--- src/rtl/elrd_pkg.sv ---
// Shared types, constants and the byte class map of the encoded line run detector.
// No dependencies; every other file of the block imports this package.
package elrd_pkg;

    localparam int LENGTH_BITS = 7;
    localparam int CFG_LEN_W   = 7;
    localparam int THRESH_W    = 4;
    localparam int RUN_W       = 4;
    localparam int CFG_IDX_W   = 3;

    typedef logic [LENGTH_BITS-1:0] line_len_t;
    typedef logic [RUN_W-1:0]       run_cnt_t;

    localparam line_len_t LEN_MAX = '1;
    localparam run_cnt_t  RUN_MAX = '1;

    // candidate mask bits
    localparam logic [2:0] T_UUE = 3'b001;
    localparam logic [2:0] T_B64 = 3'b010;
    localparam logic [2:0] T_BHX = 3'b100;

    localparam logic [7:0] BYTE_LF    = 8'd10;
    localparam logic [7:0] BYTE_CR    = 8'd13;
    localparam logic [7:0] BYTE_SPACE = 8'd32;
    localparam logic [7:0] BYTE_QUOTE = 8'd62;
    localparam logic [7:0] BYTE_M     = 8'd77;

    // configuration reset values
    localparam logic [CFG_LEN_W-1:0] RST_UUE_LEN    = 7'd61;
    localparam logic [CFG_LEN_W-1:0] RST_B64_MIN    = 7'd60;
    localparam logic [CFG_LEN_W-1:0] RST_B64_MAX    = 7'd77;
    localparam logic [CFG_LEN_W-1:0] RST_BHX_MIN    = 7'd64;
    localparam logic [CFG_LEN_W-1:0] RST_BHX_MAX    = 7'd65;
    localparam logic [THRESH_W-1:0]  RST_RUN_THRESH = 4'd8;

    typedef enum logic [1:0] {
        POS_START  = 2'd0,
        POS_QUOTED = 2'd1,
        POS_FIRST  = 2'd2,
        POS_BODY   = 2'd3
    } line_pos_t;

    typedef enum logic [1:0] {
        KIND_NONE = 2'd0,
        KIND_UUE  = 2'd1,
        KIND_BHX  = 2'd2,
        KIND_B64  = 2'd3
    } enc_kind_t;

    typedef enum logic [CFG_IDX_W-1:0] {
        REG_UUE_LEN    = 3'd0,
        REG_B64_MIN    = 3'd1,
        REG_B64_MAX    = 3'd2,
        REG_BHX_MIN    = 3'd3,
        REG_BHX_MAX    = 3'd4,
        REG_RUN_THRESH = 3'd5
    } cfg_reg_t;

    typedef struct packed {
        logic [CFG_LEN_W-1:0] uue_len;
        logic [CFG_LEN_W-1:0] b64_min;
        logic [CFG_LEN_W-1:0] b64_max;
        logic [CFG_LEN_W-1:0] bhx_min;
        logic [CFG_LEN_W-1:0] bhx_max;
        logic [THRESH_W-1:0]  run_thresh;
    } cfg_t;

    // line summary after the current byte has been scanned
    typedef struct packed {
        logic [2:0] maybe;
        logic [2:0] allowed;
        line_len_t  length;
        logic       first_is_m;
    } line_sum_t;

    typedef struct packed {
        run_cnt_t  uue_run;
        run_cnt_t  bhx_run;
        run_cnt_t  b64_run;
        enc_kind_t found_kind;
    } run_stat_t;

    // packed so that the candidate mask sits in the lowest bits
    typedef struct packed {
        enc_kind_t  kind;
        logic       found;
        run_cnt_t   run_length;
        enc_kind_t  line_class;
        logic [2:0] cand;
    } line_result_t;

    // 3-bit class of one byte: which encodings may contain it
    function automatic logic [2:0] byte_class(input logic [7:0] b);
        logic [2:0] c;
        c = 3'b000;
        if (b == BYTE_LF) begin
            c = T_UUE | T_B64 | T_BHX;
        end
        else begin
            if (b >= 8'd32 && b <= 8'd96)
                c = c | T_UUE;
            if (b == 8'd43 || (b >= 8'd47 && b <= 8'd57) || b == 8'd61 ||
                (b >= 8'd65 && b <= 8'd90) || (b >= 8'd97 && b <= 8'd122))
                c = c | T_B64;
            if ((b >= 8'd33 && b <= 8'd45) ||
                (b >= 8'd48 && b <= 8'd57 && b != 8'd55) ||
                (b >= 8'd64 && b <= 8'd91 && b != 8'd79 && b != 8'd87) ||
                b == 8'd96 ||
                (b >= 8'd97 && b <= 8'd114 && b != 8'd103 && b != 8'd110 &&
                 b != 8'd111))
                c = c | T_BHX;
        end
        return c;
    endfunction

    function automatic line_len_t len_inc(input line_len_t l);
        return (l == LEN_MAX) ? LEN_MAX : l + line_len_t'(1);
    endfunction

    function automatic run_cnt_t run_bump(input run_cnt_t r);
        return (r == RUN_MAX) ? RUN_MAX : r + run_cnt_t'(1);
    endfunction

endpackage

--- src/rtl/elrd_line_scan.sv ---
// Per-line scanner: quote skipping, CR hold-back, class masks and line length.
// Depends on elrd_pkg.
module elrd_line_scan
    import elrd_pkg::*;
(
    input  logic       clk,
    input  logic       rst_n,
    input  logic       adv,
    input  logic [7:0] data_byte,
    input  logic       end_of_line,
    input  logic       article_start,
    output line_sum_t  line_sum
);

    logic [2:0] maybe_reg, allowed_reg;
    line_len_t  length_reg;
    line_pos_t  pos_reg;
    logic       first_m_reg, held_cr_reg;

    logic [2:0] maybe_base, allowed_base;
    line_len_t  length_base;
    line_pos_t  pos_base;
    logic       first_m_base, held_cr_base;

    logic [2:0] maybe_next, allowed_next;
    line_len_t  length_next, length_mid;
    line_pos_t  pos_next;
    logic       first_m_next, held_cr_next;
    logic       scan_cr, scan_byte;
    logic [2:0] cls_byte, cls_cr;

    // a new message starts from a clean line
    always_comb
    begin
        if (article_start)
        begin
            maybe_base   = 3'b000;
            allowed_base = 3'b111;
            length_base  = '0;
            pos_base     = POS_START;
            first_m_base = 1'b0;
            held_cr_base = 1'b0;
        end
        else
        begin
            maybe_base   = maybe_reg;
            allowed_base = allowed_reg;
            length_base  = length_reg;
            pos_base     = pos_reg;
            first_m_base = first_m_reg;
            held_cr_base = held_cr_reg;
        end
    end

    always_comb
    begin
        pos_next     = pos_base;
        first_m_next = first_m_base;
        held_cr_next = held_cr_base;
        scan_cr      = 1'b0;
        scan_byte    = 1'b0;
        if (pos_base == POS_START && data_byte == BYTE_QUOTE)
        begin
            pos_next = POS_QUOTED;
        end
        else if (pos_base == POS_QUOTED && data_byte == BYTE_SPACE)
        begin
            pos_next = POS_FIRST;
        end
        else
        begin
            if (pos_base != POS_BODY)
            begin
                first_m_next = (data_byte == BYTE_M);
                pos_next     = POS_BODY;
            end
            if (end_of_line && data_byte == BYTE_LF)
            begin
                // drop the line ending, and any CR held before it
                held_cr_next = 1'b0;
            end
            else
            begin
                if (held_cr_base)
                begin
                    scan_cr      = 1'b1;
                    held_cr_next = 1'b0;
                end
                if (data_byte == BYTE_CR)
                begin
                    if (!end_of_line)
                        held_cr_next = 1'b1;
                end
                else
                begin
                    scan_byte = 1'b1;
                end
            end
        end
    end

    assign cls_byte = byte_class(data_byte);
    assign cls_cr   = byte_class(BYTE_CR);

    // a held CR is scanned ahead of the current byte
    always_comb
    begin
        maybe_next   = maybe_base | (scan_cr ? cls_cr : 3'b000)
                     | (scan_byte ? cls_byte : 3'b000);
        allowed_next = allowed_base & (scan_cr ? cls_cr : 3'b111)
                     & (scan_byte ? cls_byte : 3'b111);
        length_mid   = scan_cr ? len_inc(length_base) : length_base;
        length_next  = scan_byte ? len_inc(length_mid) : length_mid;
    end

    assign line_sum.maybe      = maybe_next;
    assign line_sum.allowed    = allowed_next;
    assign line_sum.length     = length_next;
    assign line_sum.first_is_m = first_m_next;

    always_ff @(posedge clk or negedge rst_n)
    begin
        if (!rst_n)
        begin
            maybe_reg   <= 3'b000;
            allowed_reg <= 3'b111;
            length_reg  <= '0;
            pos_reg     <= POS_START;
            first_m_reg <= 1'b0;
            held_cr_reg <= 1'b0;
        end
        else if (adv)
        begin
            if (end_of_line)
            begin
                maybe_reg   <= 3'b000;
                allowed_reg <= 3'b111;
                length_reg  <= '0;
                pos_reg     <= POS_START;
                first_m_reg <= 1'b0;
                held_cr_reg <= 1'b0;
            end
            else
            begin
                maybe_reg   <= maybe_next;
                allowed_reg <= allowed_next;
                length_reg  <= length_next;
                pos_reg     <= pos_next;
                first_m_reg <= first_m_next;
                held_cr_reg <= held_cr_next;
            end
        end
    end

endmodule

--- src/rtl/elrd_run_track.sv ---
// Line classification, consecutive-run counters and the sticky binary verdict.
// Depends on elrd_pkg.
module elrd_run_track
    import elrd_pkg::*;
(
    input  logic         clk,
    input  logic         rst_n,
    input  logic         adv,
    input  logic         end_of_line,
    input  logic         article_start,
    input  line_sum_t    line_sum,
    input  cfg_t         cfg,
    output line_result_t result,
    output run_stat_t    run_stat
);

    run_cnt_t  uue_run_reg, bhx_run_reg, b64_run_reg;
    enc_kind_t found_reg;

    run_cnt_t  uue_base, bhx_base, b64_base;
    enc_kind_t found_base;

    run_cnt_t   uue_next, bhx_next, b64_next, run_sel;
    enc_kind_t  found_next, cls;
    logic [2:0] lenok, cand;
    logic       frozen;

    assign uue_base   = article_start ? '0 : uue_run_reg;
    assign bhx_base   = article_start ? '0 : bhx_run_reg;
    assign b64_base   = article_start ? '0 : b64_run_reg;
    assign found_base = article_start ? KIND_NONE : found_reg;
    assign frozen     = (found_base != KIND_NONE);

    // length rules on the stripped line length
    always_comb
    begin
        lenok[0] = line_sum.first_is_m &&
                   (line_sum.length == LENGTH_BITS'(cfg.uue_len));
        lenok[1] = (line_sum.length >= LENGTH_BITS'(cfg.b64_min)) &&
                   (line_sum.length <= LENGTH_BITS'(cfg.b64_max));
        lenok[2] = (line_sum.length >= LENGTH_BITS'(cfg.bhx_min)) &&
                   (line_sum.length <= LENGTH_BITS'(cfg.bhx_max));
    end

    assign cand = line_sum.maybe & line_sum.allowed & lenok;

    always_comb
    begin
        uue_next = uue_base;
        bhx_next = bhx_base;
        b64_next = b64_base;
        cls      = KIND_NONE;
        run_sel  = '0;
        if ((cand & T_UUE) != 3'b000)
        begin
            cls = KIND_UUE;
            if (!frozen)
            begin
                uue_next = run_bump(uue_base);
                bhx_next = '0;
                b64_next = '0;
            end
            run_sel = uue_next;
        end
        else if ((cand & T_BHX) != 3'b000)
        begin
            cls = KIND_BHX;
            if (!frozen)
            begin
                bhx_next = run_bump(bhx_base);
                uue_next = '0;
                b64_next = '0;
            end
            run_sel = bhx_next;
        end
        else if ((cand & T_B64) != 3'b000)
        begin
            cls = KIND_B64;
            if (!frozen)
            begin
                b64_next = run_bump(b64_base);
                uue_next = '0;
                bhx_next = '0;
            end
            run_sel = b64_next;
        end
        else if (!frozen)
        begin
            uue_next = '0;
            bhx_next = '0;
            b64_next = '0;
        end
        found_next = found_base;
        if (!frozen && cls != KIND_NONE && run_sel > cfg.run_thresh)
            found_next = cls;
    end

    assign result.cand       = cand;
    assign result.line_class = cls;
    assign result.run_length = run_sel;
    assign result.found      = (found_next != KIND_NONE);
    assign result.kind       = found_next;

    assign run_stat.uue_run    = uue_run_reg;
    assign run_stat.bhx_run    = bhx_run_reg;
    assign run_stat.b64_run    = b64_run_reg;
    assign run_stat.found_kind = found_reg;

    // mid-line words only apply a pending message clear
    always_ff @(posedge clk or negedge rst_n)
    begin
        if (!rst_n)
        begin
            uue_run_reg <= '0;
            bhx_run_reg <= '0;
            b64_run_reg <= '0;
            found_reg   <= KIND_NONE;
        end
        else if (adv)
        begin
            if (end_of_line)
            begin
                uue_run_reg <= uue_next;
                bhx_run_reg <= bhx_next;
                b64_run_reg <= b64_next;
                found_reg   <= found_next;
            end
            else
            begin
                uue_run_reg <= uue_base;
                bhx_run_reg <= bhx_base;
                b64_run_reg <= b64_base;
                found_reg   <= found_base;
            end
        end
    end

endmodule

--- src/rtl/encoded_line_run_detector.sv ---
// Top level of the encoded line run detector: ports, configuration registers,
// input and result registers. Depends on elrd_pkg, elrd_line_scan, elrd_run_track.

// The detector takes one message body byte per word and reports, for every
// word marked with tlast (the last byte of a line, line ending included), one
// result word classifying that line as uuencode, binhex, base64 or none, with
// the current run of consecutive lines of that class and a sticky verdict that
// is set once a run exceeds the run threshold. tuser on the input marks the
// first byte of a new message and clears runs and verdict before that byte.
// Words that do not end a line produce no result. Throughput is one word per
// clock: each byte needs one class-map lookup and a mask and length update,
// done between the input register and the result register. A line's result is
// loaded from the input register into the result register, which lets the next
// words keep flowing while a result waits for m_tready; only a line end that
// meets a full, stalled result register holds the input.
// Configuration registers are written through cfg_wr_en/cfg_index/cfg_data;
// the user must write them only while the block is idle, which the block itself
// does not enforce; indexes above five are ignored.
module encoded_line_run_detector
    import elrd_pkg::*;
(
    input  logic                 clk,
    input  logic                 rst_n,
    // input stream
    input  logic                 s_tvalid,
    output logic                 s_tready,
    input  logic [7:0]           s_tdata,   // [7:0] data_byte
    input  logic                 s_tlast,   // end_of_line
    input  logic                 s_tuser,   // article_start
    // result stream
    output logic                 m_tvalid,
    input  logic                 m_tready,
    // [2:0] candidate_mask, [4:3] line_class, [8:5] run_length,
    // [9] binary_found, [11:10] binary_kind, [15:12] zero
    output logic [15:0]          m_tdata,
    // configuration write port
    input  logic                 cfg_wr_en,
    input  logic [CFG_IDX_W-1:0] cfg_index,
    input  logic [CFG_LEN_W-1:0] cfg_data
);

    cfg_t         cfg_reg;
    logic         in_valid_reg;
    logic [7:0]   in_byte_reg;
    logic         in_eol_reg;
    logic         in_art_reg;
    logic         out_valid_reg;
    line_result_t out_res_reg;

    logic         adv;
    logic         out_free;
    line_sum_t    line_sum;
    line_result_t result;
    run_stat_t    run_stat;

    // configuration registers
    always_ff @(posedge clk or negedge rst_n)
    begin
        if (!rst_n)
        begin
            cfg_reg.uue_len    <= RST_UUE_LEN;
            cfg_reg.b64_min    <= RST_B64_MIN;
            cfg_reg.b64_max    <= RST_B64_MAX;
            cfg_reg.bhx_min    <= RST_BHX_MIN;
            cfg_reg.bhx_max    <= RST_BHX_MAX;
            cfg_reg.run_thresh <= RST_RUN_THRESH;
        end
        else if (cfg_wr_en)
        begin
            unique case (cfg_index)
                REG_UUE_LEN:    cfg_reg.uue_len    <= cfg_data;
                REG_B64_MIN:    cfg_reg.b64_min    <= cfg_data;
                REG_B64_MAX:    cfg_reg.b64_max    <= cfg_data;
                REG_BHX_MIN:    cfg_reg.bhx_min    <= cfg_data;
                REG_BHX_MAX:    cfg_reg.bhx_max    <= cfg_data;
                REG_RUN_THRESH: cfg_reg.run_thresh <= cfg_data[THRESH_W-1:0];
                default:        ; // ignore unused indexes
            endcase
        end
    end

    // advance the held word unless it ends a line and the result slot is busy
    assign out_free = !out_valid_reg || m_tready;
    assign adv      = in_valid_reg && (!in_eol_reg || out_free);
    assign s_tready = !in_valid_reg || adv;

    // input register
    always_ff @(posedge clk or negedge rst_n)
    begin
        if (!rst_n)
            in_valid_reg <= 1'b0;
        else if (s_tvalid && s_tready)
            in_valid_reg <= 1'b1;
        else if (adv)
            in_valid_reg <= 1'b0;
    end

    always_ff @(posedge clk)
    begin
        if (s_tvalid && s_tready)
        begin
            in_byte_reg <= s_tdata;
            in_eol_reg  <= s_tlast;
            in_art_reg  <= s_tuser;
        end
    end

    elrd_line_scan u_line_scan (
        .clk           (clk),
        .rst_n         (rst_n),
        .adv           (adv),
        .data_byte     (in_byte_reg),
        .end_of_line   (in_eol_reg),
        .article_start (in_art_reg),
        .line_sum      (line_sum)
    );

    elrd_run_track u_run_track (
        .clk           (clk),
        .rst_n         (rst_n),
        .adv           (adv),
        .end_of_line   (in_eol_reg),
        .article_start (in_art_reg),
        .line_sum      (line_sum),
        .cfg           (cfg_reg),
        .result        (result),
        .run_stat      (run_stat)
    );

    // result register: load at each line end, drop once taken
    always_ff @(posedge clk or negedge rst_n)
    begin
        if (!rst_n)
            out_valid_reg <= 1'b0;
        else if (adv && in_eol_reg)
            out_valid_reg <= 1'b1;
        else if (m_tready)
            out_valid_reg <= 1'b0;
    end

    always_ff @(posedge clk)
    begin
        if (adv && in_eol_reg)
            out_res_reg <= result;
    end

    assign m_tvalid = out_valid_reg;
    assign m_tdata  = {4'b0000, out_res_reg.kind, out_res_reg.found,
                       out_res_reg.run_length, out_res_reg.line_class,
                       out_res_reg.cand};

    // a held word that cannot advance stays in the input register
    assert property (@(posedge clk) disable iff (!rst_n)
        (in_valid_reg && !adv) |=> (in_valid_reg && $stable(in_byte_reg)))
        else $error("input word lost or altered while stalled");

    // the verdict only changes through a message start
    assert property (@(posedge clk) disable iff (!rst_n)
        (run_stat.found_kind != KIND_NONE && !(adv && in_art_reg))
        |=> (run_stat.found_kind == $past(run_stat.found_kind)))
        else $error("sticky verdict changed without a message start");

    // at most one run counter is live at a time
    assert property (@(posedge clk) disable iff (!rst_n)
        $countones({run_stat.uue_run != '0, run_stat.bhx_run != '0,
                    run_stat.b64_run != '0}) <= 1)
        else $error("more than one run counter is non-zero");

    // a chosen uuencode class is always among the candidates of the line
    assert property (@(posedge clk) disable iff (!rst_n)
        (adv && in_eol_reg && result.line_class == KIND_UUE) |-> result.cand[0])
        else $error("uuencode chosen without uuencode candidate");

endmodule

--- config.mk ---
export PLATFORM = sky130hd
export DESIGN_NAME = encoded_line_run_detector
export DESIGN_NICKNAME = d
export VERILOG_FILES = /design/src/rtl/elrd_pkg.sv /design/src/rtl/elrd_line_scan.sv /design/src/rtl/elrd_run_track.sv /design/src/rtl/encoded_line_run_detector.sv
export SDC_FILE = /design/constraint.sdc
export NUM_CORES = 1
export LEC_CHECK = 0
export BUFFER_PORTS_ARGS = -buffer_cell sky130_fd_sc_hd__buf_2
export CAP_MARGIN = 0
export CORE_MARGIN = 2
export CORE_UTILIZATION = 55
export CTS_CLUSTER_SIZE = 12
export DETAILED_ROUTE_END_ITERATION = 8
export PLACE_DENSITY = 0.74
export SYNTH_ARGS = -nofsm -noshare
export SYNTH_HDL_FRONTEND = slang
export SYNTH_SLANG_ARGS = --single-unit
--- constraint.sdc ---
create_clock -name clk -period 17.4 [get_ports clk]
set_clock_uncertainty 0.2 [all_clocks]
set_input_delay 0.87 -clock clk [delete_from_list [all_inputs] [get_ports clk]]
set_output_delay 0.87 -clock clk [all_outputs]
set_load 0.1 [all_outputs]
* Word-level counts from Yosys, hierarchy flattened *
Index checks and enable logic that the tools add are counted.

cells by class
  $add $sub $neg = 5
  multiply operators = 0
  divide/modulo/power cells = 0
  $lt $le $gt $ge = 19
  equality and inequality tests = 27
  shifts and indexed selects = 0
  multiplexer cells = 75
  bitwise gates (word level) = 5
  reduce and logical (&&, ||, !) cells = 53

operator list
  kind                                                                   number
  4-bit two-way mux                                                      24
  7-bit two-way mux                                                      6
  8-bit by 7-bit <= comparator with 1-bit output, second input constant  5
  8-bit by 7-bit != test with 1-bit output, second input constant        5
  8-bit by 6-bit equality test with 1-bit output, second input constant  4
  8-bit by 6-bit >= comparator with 1-bit output, second input constant  4
  3-bit two-way mux                                                      9
  1-bit logical AND                                                      25
  8-bit by 7-bit >= comparator with 1-bit output, second input constant  3
  1-bit two-way mux                                                      24
  2-bit two-way mux                                                      12
  8-bit by 4-bit equality test with 1-bit output, second input constant  2
  8-bit by 7-bit equality test with 1-bit output, second input constant  2
  8-bit by 6-bit <= comparator with 1-bit output, second input constant  2
  7-bit by 1-bit adder with 7-bit output, second input constant          2
  7-bit equality test, second input constant                             2
  7-bit >= comparator                                                    2
  7-bit <= comparator                                                    2
  4-bit by 1-bit adder with 4-bit output, second input constant          3
  3-bit bitwise AND                                                      4
  4-bit equality test, second input constant                             3
  2-bit AND reduction                                                    6
  1-bit logical OR                                                       11
  2-bit nonzero test                                                     5
  12 further kinds                                                       17

storage, ports and cells
  flip-flop bits (word level) = 94
  latch bits = 0
  memory bits (writable) = 0
  ROM bits = 0
  input bits = 25
  output and inout port bits = 18
  word-level logic and storage cells = 210
  memories kept = 0

* Longest topological paths before layout *
  word-level depth = 21
  gate-level depth with buffers = 32
  gate-level depth less buffers = 29

* By module *
A second synthesis with hierarchy kept.

unflattened totals
  cell total of the unflattened synthesis = 598
  area, all modules = 6084.6 sq um

by module, submodules not included
  module                     instances  cells each  area each (sq um)  seq. area each (sq um)
  encoded_line_run_detector  1          124         2321.0             1707.9
  elrd_run_track             1          274         2077.0             350.3
  elrd_line_scan             1          200         1686.6             429.2

* Least setup slack after synthesis *
OpenSTA, ideal clock, no wires.

  path type = reg2reg
  start = reg in_art_reg
  end = reg out_res_reg, in the netlist m_tdata[10], data pin
  library setup time = 256 ps
  arrival time = 6482 ps
  data required time = 16944 ps
  slack = 10462 ps
  stages on the path, launching flop included = 30
  buffers on the path = 4
  period minus slack after synthesis = 6938 ps
  cell sequence = edfxtp_1 -> buf_2 -> clkbuf_1 -> clkbuf_1 -> nor2b_1 -> ha_1 -> and3_1 -> nand4_1 -> a311oi_2 -> ha_1 -> inv_1 -> o41a_1 -> o21ai_0 -> ha_1 -> nor2b_1 -> o21a_1 -> o21a_1 -> o21a_1 -> o21ai_0 -> a21oi_1 -> or4_1 -> clkbuf_1 -> a211oi_1 -> mux2i_1 -> a21oi_1 -> ha_1 -> a21oi_1 -> o22ai_1 -> o221a_2 -> a22o_1

RTL lines
  element                   RTL line                          source
  start: declaration        encoded_line_run_detector.sv:46   logic in_art_reg;
  start signal: assignment  encoded_line_run_detector.sv:104  in_art_reg <= s_tuser;
  end signal: assignment    encoded_line_run_detector.sv:144  out_res_reg <= result;
  end: declaration          encoded_line_run_detector.sv:48   line_result_t out_res_reg;

==> key figures <==
Timing
  – Worst hold slack: roughly 0.28 ns
  – Worst-margin pin slew: 1.213 ns
  – Period minus WS final: approximately 7.6 ns
  – RSZ-0062 raised after global routing: no
  – Setup TNS: 0 ns
  – Final setup vio count: 0
  – Fin. Hold Viols: 0
  – Slew HR: between 15 and 20%
  – PnR worst setup slack: 9.775 ns
  – Max-slew violations: 0
  – FMAX: ~130 MHz
  – Crit share post-route: 43.82%

Placed design
  – Post-Place Worst Slack: between 9 and 10 ns
  – HPWL after DPL: 11.36 mm
  – GPL Wtd Cong: roughly 0.93
  – IO buf count: 38

Worst setup path
  – Crit path launch type: flop
  – Critical path required time: between 15 and 20 ns
  – CP Class: reg2reg
  – Critical path fanouts, max: 13
  – Critical path arrival: between 7 and 8 ns
  – Worst Setup End Kind: flop

Job
  – Max-cap violations: 0

Pwr
  – Sw frac: 30.43%
  – Part of the power in combinational logic: a little over a fifth
  – Leakage: 3.049 nW
  – Sequential share of power: between 40% and 50%
  – Total power draw: 0.6059 mW
  – Peak supply drop: roughly 64 uV
  – Power density over the cells: approximately 89 mW/mm2
  – Clock power frac: between 30 and 40%
  – Total net switching power: between 0.15 and 0.2 mW
  – Int Power: approximately 0.42 mW

Synth
  – Commonest register cell after synthesis: dfrtp_1
  – Avg Inst Size Synth: 9.410 um2
  – Post-synthesis simple-gate area fraction: between 20% and 30%
  – Seq cells post-synth: 94
  – Yosys top cell area share: between 20% and 30%
  – Synthesized area: about 0.0063 mm2
  – Post-synthesis async set-or-reset flop share: between 70% and 80%
  – Largest family of logic cells by synthesized area: simple AND/OR/NAND/NOR gates
  – Post-synth top area cell: dfrtp_1
  – Adder-cell share of the synthesized area: 7.387%
  – Sequential area share after synthesis: 39.69%
  – Post-synthesis compound-gate area fraction: between 10% and 20%
  – Number of enable flip-flop cells after synthesis: 22
  – Yosys warns: 0
  – Top cells by area, synth: dfrtp_1 21%, edfxtp_1 11%, dfstp_2 8.4%, ha_1 7.4%, mux2_2 4.5%
  – Synth Area in XOR/XNOR: under 10%
  – Post-synth cell types: 85
  – Multiplexer share of the synthesized area: between 5 and 6%
  – Syn Inst Count: about 670

Clocking
  – Clk slew on worst S/H paths: 0.07 ns
  – Clk buf depth: 2
  – Root Buffer: clkbuf_16
  – Clk_lat worst skew: 0.35 ns
  – TritonCTS clock tree: built
  – CTS HTree Levels: 3
  – Post-CTS Setup Bufs: 0
  – Cts hold-fix bufs: 0
  – Clock buffer count from CTS: 9
  – Sink Count: between 90 and 100
  – Post-CTS sizing: 0

Routing
  – Via density: roughly 6.3
  – Via count: 5255
  – Number of DRC markers after the initial detailed-route iteration: slightly above 400
  – DR WL/cell: between 15 and 20 um
  – DRC violations left: 0
  – WL final: around 16 mm
  – Antenna viol nets, final: 0
  – Initial DRT Pass Iterations: 7

Layout
  – Max reg flops: 39
  – Nets@finish: 756
  – FILL cells: ~900
  – Commonest non-fill, non-tap cell in the layout: nand2_1
  – Multi-input gate area in the final layout: ~0.0034 mm2
  – Diode count: 0
  – Layout cell share with drive strength beyond 1: 18.45%
  – Area grow syn2layout: 9.004%
  – FF+latch area: 0.002487 mm2
  – Most frequent cells in the layout: 71 x nand2_1, 52 x dfrtp_1, 49 x inv_1, 40 x o21ai_0, 38 x buf_2

Floorplan
  – Initial core utilization: 57.06%
  – Core Region: about 0.011 mm2
  – Row Count: 38
  – Die area: ~0.012 mm2
  – DIE HEIGHT: between 100 and 150 um
  – Io pins: 43
  – Die Wd: roughly 110 um

GRT
  – Gr usage total: 25.91%
  – First-pass GRT wire length: ~26 mm
  – Initial antenna violation count: 0
  – Vias in the first global route: about 5200
  – Largest net degree at the start of global routing: between 70 and 80
  – Grt ovf: 0

Min path
  – Worst min path class: reg2reg

Outcome
  – Status: finished, final reports clean
[cells in the mapped netlist (all sizes together) (8+ instances only)]
cell,n
a211oi,8
a21o,12
a21oi,32
a22o,15
a31oi,9
and2,9
and3,10
buf,17
clkbuf,16
dfrtp,52
dfstp,20
edfxtp,22
ha,37
inv,49
mux2,25
mux2i,9
nand2,72
nand2b,10
nand3,19
nand4,12
nor2,33
nor2b,20
nor3,9
o21ai,41
[metal layers]
metal | global-route usage, % | share of wire (%) | vias up
met5 | 0 | 0 | -
met4 | 11.08 | 2.7 | 0
met3 | 5.577 | 6.8 | 31
met2 | 41.88 | 47 | 190
met1 | 33.75 | 44 | 2530
li1 | - | - | 2504
[cell type report]
class                           count  area share (%)
Timing Repair Buffer               47           3.773
Sequential cell                    94           36.41
Clock buffer                        9           3.297
Inverter                           49           2.692
Clock inverter                      7           1.062
Multi-Input combinational cell    493           50.20
Tap cell                          140           2.564
[worst max-delay path, cell delays in order (launching register included)]
cell and delay [ns]:
edfxtp_1 0.56, nor4_2 0.42, nand4b_2 0.29, and3_1 0.44, a311oi_2 0.44, ha_1 0.26, inv_1 0.06, o41a_1 0.46
o21ai_0 0.60, ha_1 0.38, nor2b_1 0.13, o21a_1 0.16, o21a_1 0.16, o21a_1 0.15, o21ai_0 0.14, a21oi_1 0.08
or4_1 0.71, a211oi_1 0.33, mux2i_1 0.11, a21oi_1 0.24, ha_1 0.29, a21oi_1 0.16, o22ai_1 0.09, o221a_2 0.28
nor2_1 0.12, a41oi_1 0.06
[logic make-up (layout without fill, tap and decap cells)]
group           Yosys count  after routing
mux                      34             34
flops                    94             94
xor+xnor                  7              7
fa+ha+maj                37             37
other cells               1              4
simple gates            236            236
compound gates          175            175
buf+inv                  82            112
[path summary, 6_finish.rpt]
path | startpoint | endpoint | slack [ns] | depth (start not counted)
min | u_line_scan.maybe_reg[0] | u_line_scan.maybe_reg[0] | 0.28 | 2
max | in_byte_reg[1] | m_tdata[9] | 9.77 | 25
max reg2reg | in_byte_reg[1] | m_tdata[9] | 9.77 | 25
min reg2reg | u_line_scan.maybe_reg[0] | u_line_scan.maybe_reg[0] | 0.28 | 2
min in group asynchronous | rst_n | cfg_reg[16] | 0.53 | 2
max in group asynchronous | rst_n | u_line_scan.pos_reg[0] | 15.86 | 2
[stage by stage]
step | std cells | instance area [um2] | util, %
final | 839 | 6832 | 62.20
after detailed placement | 823 | 6534 | 59.49
after global placement | 823 | 6534 | 59.49
after global routing | 839 | 6832 | 62.20
after CTS | 839 | 6832 | 62.20
after floorplan | 669 | 6279 | -
[power groups by stage]
stage	registers (mW)	clock network, mW	logic, mW
finish	0.279	0.199	0.127
global route	0.282	0.214	0.142
CTS	0.279	0.204	0.128
detailed placement	0.283	0	0.127
global placement	0.281	0	0.123
floorplan	0.286	0	0.0883
No activity file was read; power rests on OpenSTA's default activity.
